### src/rtl/dsfr_pkg.sv
`default_nettype none

package dsfr_pkg;

    localparam int BUFFER_DEPTH_DEF = 256;

    localparam logic [7:0] CH_SOH  = 8'h01;
    localparam logic [7:0] CH_EOT  = 8'h04;
    localparam logic [7:0] CH_ACK  = 8'h06;
    localparam logic [7:0] CH_DLE  = 8'h10;
    localparam logic [7:0] CH_NACK = 8'h15;

    localparam logic [7:0] CODE_PARITY = 8'h01;
    localparam logic [7:0] CODE_NUMBER = 8'h02;
    localparam logic [7:0] CODE_LENGTH = 8'h03;

    localparam logic [7:0] NUM_WRAP_FROM = 8'hFF;
    localparam logic [7:0] NUM_WRAP_TO   = 8'h7F;

    typedef enum logic [0:0] {
        OP_RX_BYTE = 1'b0,
        OP_READ    = 1'b1
    } t_operation;

    typedef enum logic [2:0] {
        ST_BYTE_TAKEN  = 3'd0,
        ST_NACK_SEEN   = 3'd1,
        ST_ERROR       = 3'd2,
        ST_FRAME_READY = 3'd3,
        ST_READ_DATA   = 3'd4
    } t_status;

    typedef enum logic [2:0] {
        CAUSE_NONE    = 3'd0,
        CAUSE_PARITY  = 3'd1,
        CAUSE_LENGTH  = 3'd2,
        CAUSE_NUMBER  = 3'd3,
        CAUSE_PARTNER = 3'd4
    } t_cause;

    typedef struct packed {
        t_operation operation;
        logic [7:0] rx_byte;
        logic [7:0] read_index;
    } t_in_item;

    typedef struct packed {
        t_status    status;
        t_cause     error_cause;
        logic [7:0] partner_code;
        logic [1:0] tx_count;
        logic [7:0] tx_first;
        logic [7:0] tx_second;
        logic       resend_request;
        logic [8:0] payload_length;
        logic [7:0] read_data;
    } t_out_item;

endpackage

`default_nettype wire

### src/rtl/dle_stuffed_frame_receiver_top.sv
`default_nettype none

// Receives DLE-stuffed serial bytes one beat at a time, strips the escapes and
// stores the data bytes in an on-chip frame buffer, answering each beat with
// exactly one result beat that carries the reply bytes, status and fill. A new
// beat is accepted every cycle unless a stalled result blocks it, and its
// result shows in the cycle after acceptance. The buffer is a two-read-port
// memory with a registered read: a payload read returns its byte through the
// first port; a good frame reloads the two newest bytes it keeps through both
// ports, ready for the next beat. The buffer needs no clearing after reset.
module dle_stuffed_frame_receiver_top #(
    parameter int BUFFER_DEPTH = dsfr_pkg::BUFFER_DEPTH_DEF
) (
    input  wire                 i_clk,
    input  wire                 i_rst_n,
    input  wire                 i_in_valid,
    output logic                o_in_ready,
    input  dsfr_pkg::t_in_item  i_in_data,
    output logic                o_out_valid,
    input  wire                 i_out_ready,
    output dsfr_pkg::t_out_item o_out_data
);
    import dsfr_pkg::*;

    localparam int AW = $clog2(BUFFER_DEPTH);
    localparam int FW = $clog2(BUFFER_DEPTH + 1);
    localparam int CW = (FW > 8) ? FW : 8;
    localparam int PW = (FW > 9) ? FW : 9;

    logic [7:0] r_mem [BUFFER_DEPTH];

    logic [FW-1:0] r_fill, n_fill;
    logic          r_esc, n_esc;
    logic          r_nack, n_nack;
    logic [7:0]    r_xor, n_xor;
    logic [7:0]    r_last_num, n_last_num;
    logic [7:0]    r_last, n_last;
    logic [7:0]    r_second, n_second;
    logic          r_fetch, n_fetch;
    logic [7:0]    r_rd_a, r_rd_b;
    logic          r_out_valid;
    logic          r_out_rd;
    t_out_item     r_out;

    logic          accept;
    logic [7:0]    eff_last, eff_second, c;
    logic          wr_en, rd_a_en, rd_b_en, do_store, do_clear, in_range;
    logic [AW-1:0] wr_addr, addr_a, addr_b;
    logic [PW-1:0] fill_ext;
    t_out_item     res;

    assign o_in_ready = !r_out_valid || i_out_ready;
    assign accept     = i_in_valid && o_in_ready;
    assign eff_last   = r_fetch ? r_rd_a : r_last;
    assign eff_second = r_fetch ? r_rd_b : r_second;
    assign c          = i_in_data.rx_byte;
    assign in_range   = (CW'(i_in_data.read_index) < CW'(r_fill))
                        && (CW'(i_in_data.read_index) < CW'(BUFFER_DEPTH));

    always_comb begin
        n_fill     = r_fill;
        n_esc      = r_esc;
        n_nack     = r_nack;
        n_xor      = r_xor;
        n_last_num = r_last_num;
        n_last     = eff_last;
        n_second   = eff_second;
        n_fetch    = 1'b0;
        wr_en      = 1'b0;
        wr_addr    = AW'(r_fill);
        rd_a_en    = 1'b0;
        rd_b_en    = 1'b0;
        addr_a     = AW'(i_in_data.read_index);
        addr_b     = AW'(r_fill - FW'(4));
        do_store   = 1'b0;
        do_clear   = 1'b0;
        res        = '0;

        if (accept) begin
            if (i_in_data.operation == OP_READ) begin
                res.status = ST_READ_DATA;
                rd_a_en    = 1'b1;
            end else if (r_esc) begin
                n_esc    = 1'b0;
                do_store = 1'b1;
            end else if (r_nack) begin
                n_nack   = 1'b0;
                do_clear = 1'b1;
                if (c == CODE_PARITY) begin
                    res.resend_request = 1'b1;
                end else begin
                    res.status       = ST_ERROR;
                    res.error_cause  = CAUSE_PARTNER;
                    res.partner_code = c;
                end
            end else if (c == CH_NACK) begin
                n_nack     = 1'b1;
                res.status = ST_NACK_SEEN;
            end else if (c == CH_ACK || c == CH_SOH) begin
                do_clear = 1'b1;
            end else if (c == CH_DLE) begin
                n_esc = 1'b1;
            end else if (c == CH_EOT) begin
                res.tx_first = CH_NACK;
                res.tx_count = 2'd2;
                res.status   = ST_ERROR;
                if (r_xor != 8'h00) begin
                    res.error_cause = CAUSE_PARITY;
                    res.tx_second   = CODE_PARITY;
                    do_clear        = 1'b1;
                end else if (r_fill < FW'(4)) begin
                    res.error_cause = CAUSE_LENGTH;
                    res.tx_second   = CODE_LENGTH;
                    do_clear        = 1'b1;
                end else if (r_last_num != 8'h00 && eff_second <= r_last_num) begin
                    res.error_cause = CAUSE_NUMBER;
                    res.tx_second   = CODE_NUMBER;
                    do_clear        = 1'b1;
                end else begin
                    res.status   = ST_FRAME_READY;
                    res.tx_count = 2'd1;
                    res.tx_first = CH_ACK;
                    n_last_num   = (eff_second == NUM_WRAP_FROM) ? NUM_WRAP_TO : eff_second;
                    n_xor        = r_xor ^ eff_last ^ eff_second;
                    n_fill       = r_fill - FW'(2);
                    addr_a       = AW'(r_fill - FW'(3));
                    rd_a_en      = 1'b1;
                    rd_b_en      = 1'b1;
                    n_fetch      = 1'b1;
                end
            end else begin
                do_store = 1'b1;
            end

            if (do_store) begin
                if (r_fill < FW'(BUFFER_DEPTH)) begin
                    wr_en    = 1'b1;
                    n_fill   = r_fill + FW'(1);
                    n_xor    = r_xor ^ c;
                    n_second = eff_last;
                    n_last   = c;
                end else begin
                    res.status      = ST_ERROR;
                    res.error_cause = CAUSE_LENGTH;
                    res.tx_count    = 2'd2;
                    res.tx_first    = CH_NACK;
                    res.tx_second   = CODE_LENGTH;
                    do_clear        = 1'b1;
                end
            end

            if (do_clear) begin
                n_fill   = '0;
                n_xor    = 8'h00;
                n_last   = 8'h00;
                n_second = 8'h00;
            end
        end

        fill_ext           = PW'(n_fill);
        res.payload_length = fill_ext[8:0];
    end

    always_ff @(posedge i_clk) begin
        if (wr_en) begin
            r_mem[wr_addr] <= c;
        end
    end

    always_ff @(posedge i_clk) begin
        if (rd_a_en) begin
            r_rd_a <= r_mem[addr_a];
        end
    end

    always_ff @(posedge i_clk) begin
        if (rd_b_en) begin
            r_rd_b <= r_mem[addr_b];
        end
    end

    always_ff @(posedge i_clk) begin
        if (!i_rst_n) begin
            r_fill      <= '0;
            r_esc       <= 1'b0;
            r_nack      <= 1'b0;
            r_xor       <= 8'h00;
            r_last_num  <= 8'h00;
            r_last      <= 8'h00;
            r_second    <= 8'h00;
            r_fetch     <= 1'b0;
            r_out_valid <= 1'b0;
        end else begin
            r_fill     <= n_fill;
            r_esc      <= n_esc;
            r_nack     <= n_nack;
            r_xor      <= n_xor;
            r_last_num <= n_last_num;
            r_last     <= n_last;
            r_second   <= n_second;
            r_fetch    <= n_fetch;
            if (accept) begin
                r_out_valid <= 1'b1;
            end else if (i_out_ready) begin
                r_out_valid <= 1'b0;
            end
        end
    end

    always_ff @(posedge i_clk) begin
        if (accept) begin
            r_out    <= res;
            r_out_rd <= (i_in_data.operation == OP_READ) && in_range;
        end
    end

    always_comb begin
        o_out_data           = r_out;
        o_out_data.read_data = r_out_rd ? r_rd_a : 8'h00;
    end

    assign o_out_valid = r_out_valid;

endmodule

`default_nettype wire

### config.mk
export PLATFORM = sky130hd
export DESIGN_NAME = dle_stuffed_frame_receiver_top
export DESIGN_NICKNAME = d
export VERILOG_FILES = /design/src/rtl/dsfr_pkg.sv /design/src/rtl/dle_stuffed_frame_receiver_top.sv
export SDC_FILE = /design/constraint.sdc
export NUM_CORES = 2
export LEC_CHECK = 0
export ABC_CLOCK_PERIOD_IN_PS = 7300
export BUFFER_PORTS_ARGS = -buffer_cell sky130_fd_sc_hd__buf_4
export CAP_MARGIN = 0
export CORE_MARGIN = 2
export CORE_UTILIZATION = 60
export CTS_BUF_LIST = sky130_fd_sc_hd__clkbuf_4
export CTS_CLUSTER_SIZE = 28
export DETAILED_ROUTE_END_ITERATION = 7
export MAX_ROUTING_LAYER = met4
export PLACE_DENSITY = 0.76
export SLEW_MARGIN = 0
export SYNTH_ARGS = -nofsm -noshare
export SYNTH_HDL_FRONTEND = slang
export SYNTH_SLANG_ARGS = --single-unit
### constraint.sdc
create_clock -name i_clk -period 7.3 [get_ports i_clk]
set_input_delay 1.095 -clock i_clk [delete_from_list [all_inputs] [get_ports i_clk]]
set_output_delay 1.095 -clock i_clk [all_outputs]
set_load 0.005 [all_outputs]
======== Word-level counts from Yosys, hierarchy flattened ========
Memory sizes are Yosys's and may differ from the RTL's. A register that Yosys moved wholly into a read port is not among the register bits.
Index checks and enable logic that the tools add are counted.
Widths: inputs -> output; s select.
word-level totals
  logic and storage cells ................. 191
  register bits ........................... 88
  memory bits (read-only) ................. 0
  RAM bits ................................ 2,048
  bits in latches ......................... 0
  output and inout port bits .............. 52
  memories ................................ 1
cells by class
  $add $sub $neg .......................... 4
  multipliers ............................. 0
  muxes and demuxes ....................... 132
  bitwise gates (word level) .............. 12
  div/mod/pow operators ................... 0
  shifts and indexed selects .............. 0
  order comparisons ....................... 4
  equality and inequality tests ........... 6
  reduce and logical (&&, ||, !) cells .... 14
memories
  memory  words  bits a word  rd ports  clocked after memory_dff  wr ports  line                                  text
  r_mem   256    8            2         2                         1         dle_stuffed_frame_receiver_top.sv:30  logic [7:0] r_mem [BUFFER_DEPTH];
operator list
  operator             number
  $mux 8               37
  $mux 18              7
  $mux 9               14
  $mux 1               53
  $mux 6               6
  $mux 33              1
  $mux 10              3
  $mux 30              1
  $xor 8x8->8          3
  $eq 8x3->1 const B   2
  $eq 8x5->1 const B   2
  $reduce_bool 8->1    2
  $mux 13              1
  $mux 2               6
  $reduce_and 11->1    1
  $add 9x1->9 const B  1
  $lt 8x9->1           1
  $lt 9x3->1 const B   1
  $lt 9x9->1 const B   1
  $mux 3               3
  $not 1->1            9
  $sub 9x2->9 const B  1
  $eq 8x1->1 const B   1
  $eq 8x8->1 const B   1
  11 further kinds     14

======== Longest topological paths before layout ========
  depth in word-level cells ............... 18
  mapped depth ............................ 21
  mapped depth without buffers ............ 14

======== Worst setup path before layout ========
No wires, ideal clock.
  path type ............................... register to register
  start ................................... reg r_fetch
  end ..................................... reg r_rd_a[2] (read register of r_mem), data pin
  stages on the path, launching flop included .. 20
  slack ................................... 2.518 ns
  buffers on the path ..................... 5
  clock period less this slack ............ 4.782 ns
  library setup time ...................... 0.267 ns
  arrival ................................. 4.515 ns
  path through ............................ dfxtp_1 -> clkbuf_1 -> clkbuf_1 -> mux2i_1 -> inv_1 -> ha_1 -> nor2b_1 -> o211ai_1 -> a21oi_1 -> o211ai_4 -> inv_4 -> mux2_1 -> buf_4 -> buf_6 -> buf_2 -> a21oi_1 -> nand2_1 -> a311o_1 -> nor4b_1 -> nor4_2
between the ends
  cells in the longest elaborated chain, start to end .. 14
  elaborated cells between the ends (all ways) .. 25
  classes of those cells .................. order compare (1); mux (23); reduce/logical (1)
RTL lines
  what                                                   line                                   text
  start: declaration                                     dle_stuffed_frame_receiver_top.sv:39   logic r_fetch, n_fetch;
  start signal: assignment                               dle_stuffed_frame_receiver_top.sv:201  r_fetch <= n_fetch;
  $mux 8 (*)                                             dle_stuffed_frame_receiver_top.sv:55   assign eff_second = r_fetch ? r_rd_b : r_second;
  $le 8x8->1 (*)                                         dle_stuffed_frame_receiver_top.sv:115  end else if (r_last_num != 8'h00 && eff_second <= r_last_num) begin
  $logic_and 1x1->1 (*)                                  dle_stuffed_frame_receiver_top.sv:115
  $mux 8 / $mux 1 (equally long branches)                dle_stuffed_frame_receiver_top.sv:115
  $mux 8 / $mux 1 (equally long branches) (6 in series)  -
  $mux 8 / $mux 1 (equally long branches)                dle_stuffed_frame_receiver_top.sv:86   end else if (r_nack) begin
  $mux 8 / $mux 1 (equally long branches)                dle_stuffed_frame_receiver_top.sv:83   end else if (r_esc) begin
  $mux 8 / $mux 1 (equally long branches)                dle_stuffed_frame_receiver_top.sv:80   if (i_in_data.operation == OP_READ) begin
  $mux 8 / $mux 1 (equally long branches)                dle_stuffed_frame_receiver_top.sv:79   if (accept) begin
  end: declaration                                       dle_stuffed_frame_receiver_top.sv:40   logic [7:0] r_rd_a, r_rd_b;
Every way passes the cells marked *; elsewhere a longest branch is shown, timed or not.
A chain may end at the register's enable or synchronous reset.

======== Final worst setup path ========
  start ................................... reg r_fetch
  end ..................................... reg r_rd_a[5] (read register of r_mem), data pin
Same word-level chain as after synthesis.

==> impl_metrics.py <==
metrics = {
    "cells_and_area": {
        "area.growth.synth_to_final_pct": 9.06,
        "layout-drive-gt1-share_pct": 24.7,
        "final_nets": 7503,
        "final_cells": 10200,
    },
    "floorplan": {
        "rows": 155,
        "fp.dieH_microns": 427,
        "ios": 73,
        "start_util_pct": 60.3,
        "die-area_sq_um": 182000,
        "core_sq_um": 178000,
        "die_x_microns": 427,
    },
    "detailed_routing": {
        "ant_nets": 0,
        "vias_per_cell": 7.73,
        "vias": 79200,
        "routedWlPerCell_microns": 35.7,
        "drc_errors": 3,
        "drt_iter0_markers": 15900,
        "routed_wl_microns": 366000,
        "firstDrtPassIters": 8,
    },
    "run_status": {
        "status": "complete, but fails checks",
        "violations": "DRC",
    },
    "yosys": {
        "synth_area_leaders": "edfxtp_1 (59%), mux4_2 (14%), o211ai_1 (6.5%), mux2i_1 (2.1%), nand2_1 (1.8%)",
        "synth_commonest_cells": "edfxtp_1 (2093), o211ai_1 (931), mux4_2 (680)",
        "ys_seq_elements": 2138,
        "netlist.area_leader.share_pct": 58.6,
        "synth_top_area_cell": "edfxtp_1",
        "yosys_warnings": 0,
        "yosysSeqAreaShare_pct": 59.4,
        "synth_flop_cell": "edfxtp_1",
        "synthArstFlopShare_pct": 0,
        "syn_inst": 7323,
        "syn-cell-area_sq_um": 107000,
        "netlist-cell-type-count": 87,
        "synth-edff-count": 2093,
        "avgSynthCellArea_sq_um": 14.7,
        "synth.most_common_cell": "edfxtp_1",
    },
    "sta": {
        "hold_violations": 0,
        "max_freq_mhz": 137,
        "max_slew_margin_pct": 3.05,
        "rsz0062_at_grt": "false",
        "worstMarginPinSlew_ns": 1.45,
        "clock_skew_ns": 0.112,
        "fin_crit_sh_pct": 99.8,
        "setup_tns_ns": 0,
        "fin_crit_ns": 7.29,
        "setup_violations": 0,
        "finalMaxSlewViolations": 0,
    },
    "setup_path": {
        "critical_path.cell_chain": "buf_4 > mux2i_1 > buf_4 > inv_1 > ha_1 > nand4_1 > a211oi_1 > nor2_2 > o211ai_4 > inv_16 > o21ai_4 > buf_12 > mux2i_1 > o22ai_1 > o21ai_0 > nor4b_2 > buf_4 > nor4_1",
        "end_kind": "flip-flop",
        "cp.arrival_ns": 8.40,
        "critical_path_class": "flip-flop to flip-flop",
        "crit_slowest_cell": "o21ai_4",
        "path_common_cell": "buf_4",
        "cp_max_fo": 107,
        "required_ns": 8.41,
        "startpoint_type": "flip-flop",
        "cpPeakStageDelay_ns": 1.03,
    },
    "clock_network": {
        "cts.sinks": 2138,
        "clk_latency_ns": 1.44,
        "ctsRootBufferMaster": "clkbuf_4",
        "htreeDepth": 6,
        "cts_buffers": 570,
        "clk_pin_slew_worst_paths_ns": 0.07,
        "postCtsSetupBuffers": 0,
        "cts_hold_buf": 3,
        "cts_tree": "built",
        "cts_buffer_depth": 4,
        "cts_resized": 0,
    },
    "global_routing": {
        "grt_busiest_layer": "met2",
        "grt_use_met3_pct": 14.6,
        "gr-usage-met2_pct": 56.8,
        "use_met1_pct": 52.7,
        "antenna_found_initial": 38,
        "grt_pass1_wl_microns": 523000,
        "grt_max_degree": 222,
        "grt_use_total_pct": 41.1,
        "grt_pass1_vias": 74900,
        "grt-ovfl-total": 0,
    },
    "power": {
        "power.leakage_nw": 37.4,
        "p_total_w": 0.0259,
        "peakVddDrop_uv": 171,
        "power.density_nw_per_um2": 222,
    },
    "job": {
        "maxCapViolations": 0,
    },
    "placement": {
        "dp_hpwl_microns": 225000,
        "port_buffers": 62,
        "placedCellCount": 9235,
        "gp_congestion": 1.03,
    },
    "worst_hold_path": {
        "min_path_type": "input pin to flip-flop",
    },
}
## per-stage QoR
| step | cell area (sq um) | utilization, % | worst slack, ns | hold slack [ns] |
|---|---|---|---|---|
| floorplan | 107000 | - | 2.52 | 0.458 |
| global placement | 110000 | 61.8 | -0.129 | 0.469 |
| detailed placement | 110000 | 61.8 | 0.106 | 0.479 |
| CTS | 117000 | 65.7 | 0.164 | 0.0234 |
| global route | 117000 | 65.7 | 0.0867 | 0.0271 |
| finish | 117000 | 65.7 | 0.0144 | 0.100 |
## routing by layer
metal	vias up	wire length [microns]
met5	-	0
met4	0	22600
met2	7763	161000
li1	31000	-
met3	1362	60500
met1	39000	121000
## worst paths after layout
check,slack (ns),endpoint,cells after the start,start
setup / recovery,0.01,r_rd_a[5]$_DFFE_PP_,18,r_fetch$_SDFF_PN0_
hold / removal,0.10,r_last_num[0]$_SDFFE_PN0P_,2,i_rst_n
setup reg to reg,0.01,r_rd_a[5]$_DFFE_PP_,18,r_fetch$_SDFF_PN0_
hold reg to reg,0.49,r_xor[5]$_SDFFE_PN0P_,2,r_xor[5]$_SDFFE_PN0P_
## registers in the layout (all words and copies together) (netlist names)
signal / count
o_out_valid: 1
o_out_data: 28
r_nack: 1
r_last_num: 8
r_out_rd: 1
r_rd_a: 8
r_second: 8
r_esc: 1
r_mem: 2048
r_fill: 9
r_rd_b: 8
r_last: 8
r_xor: 8
r_fetch: 1
## worst max-delay path: cells and delay by family, from the launching register on
family	cells	cell delay [ns]
AOI/OAI and AO/OA	5	2.61
adders and majority gates	1	0.29
buffers and inverters	6	1.54
DFF	1	0.58
muxes	2	0.51
and+or+nand+nor	4	1.20
## area by class of cell
cell class              instances  area (sq um)
flip-flops and latches       2138         63800
fillers                     12400         61000
multi-input cells            4297         39800
clock buffers                 801          6010
repair buffers                327          3060
well taps                    2355          2950
clock inverters               164           813
inverters                     121           478
diodes                         42           105
## cell usage in the layout (no fill, tap or decap), types with 36 or more instances in the layout
cell type  Yosys  routed
nand3_1       67      67
a21oi_1      384     383
mux4_2       680     680
clkinv_1       3     121
a31oi_1       36      36
clkbuf_4       0     801
o41ai_1       82      81
a211oi_1     127     126
a311oi_1      49      49
buf_4         64     272
and3_1        58      58
buf_12         1      43
nand4_1       39      39
and2_1        48      48
o211ai_1     931     931
edfxtp_1    2093    2093
o21ai_0       75      74
nor2_1       303     303
diode_2        0      42
o211a_1      131     131
inv_1        116     116
dfxtp_1       45      42
nand2_1      521     520
mux2i_1      221     214
o22ai_1       61      61
## power by group
group          leakage [nW]  internal (W)  switching, W
sequential             19.2        0.0135     0.0000317
combinational          14.1      0.000691       0.00134
clock                  4.11       0.00526       0.00513
## logic make-up (layout without fill, tap and decap cells)
group           Yosys count  after routing  share of synthesized area, %
flops                  2138           2138                          59.4
compound gates         2095           2095                          14.3
mux                     935            935                          16.7
other cells               1             52                       0.00350
fa+ha+maj                27             27                         0.315
simple gates           1209           1209                          5.40
xor+xnor                 21             21                         0.171
buf+inv                 897           1413                          3.69
No activity file was read; power rests on OpenSTA's default activity.
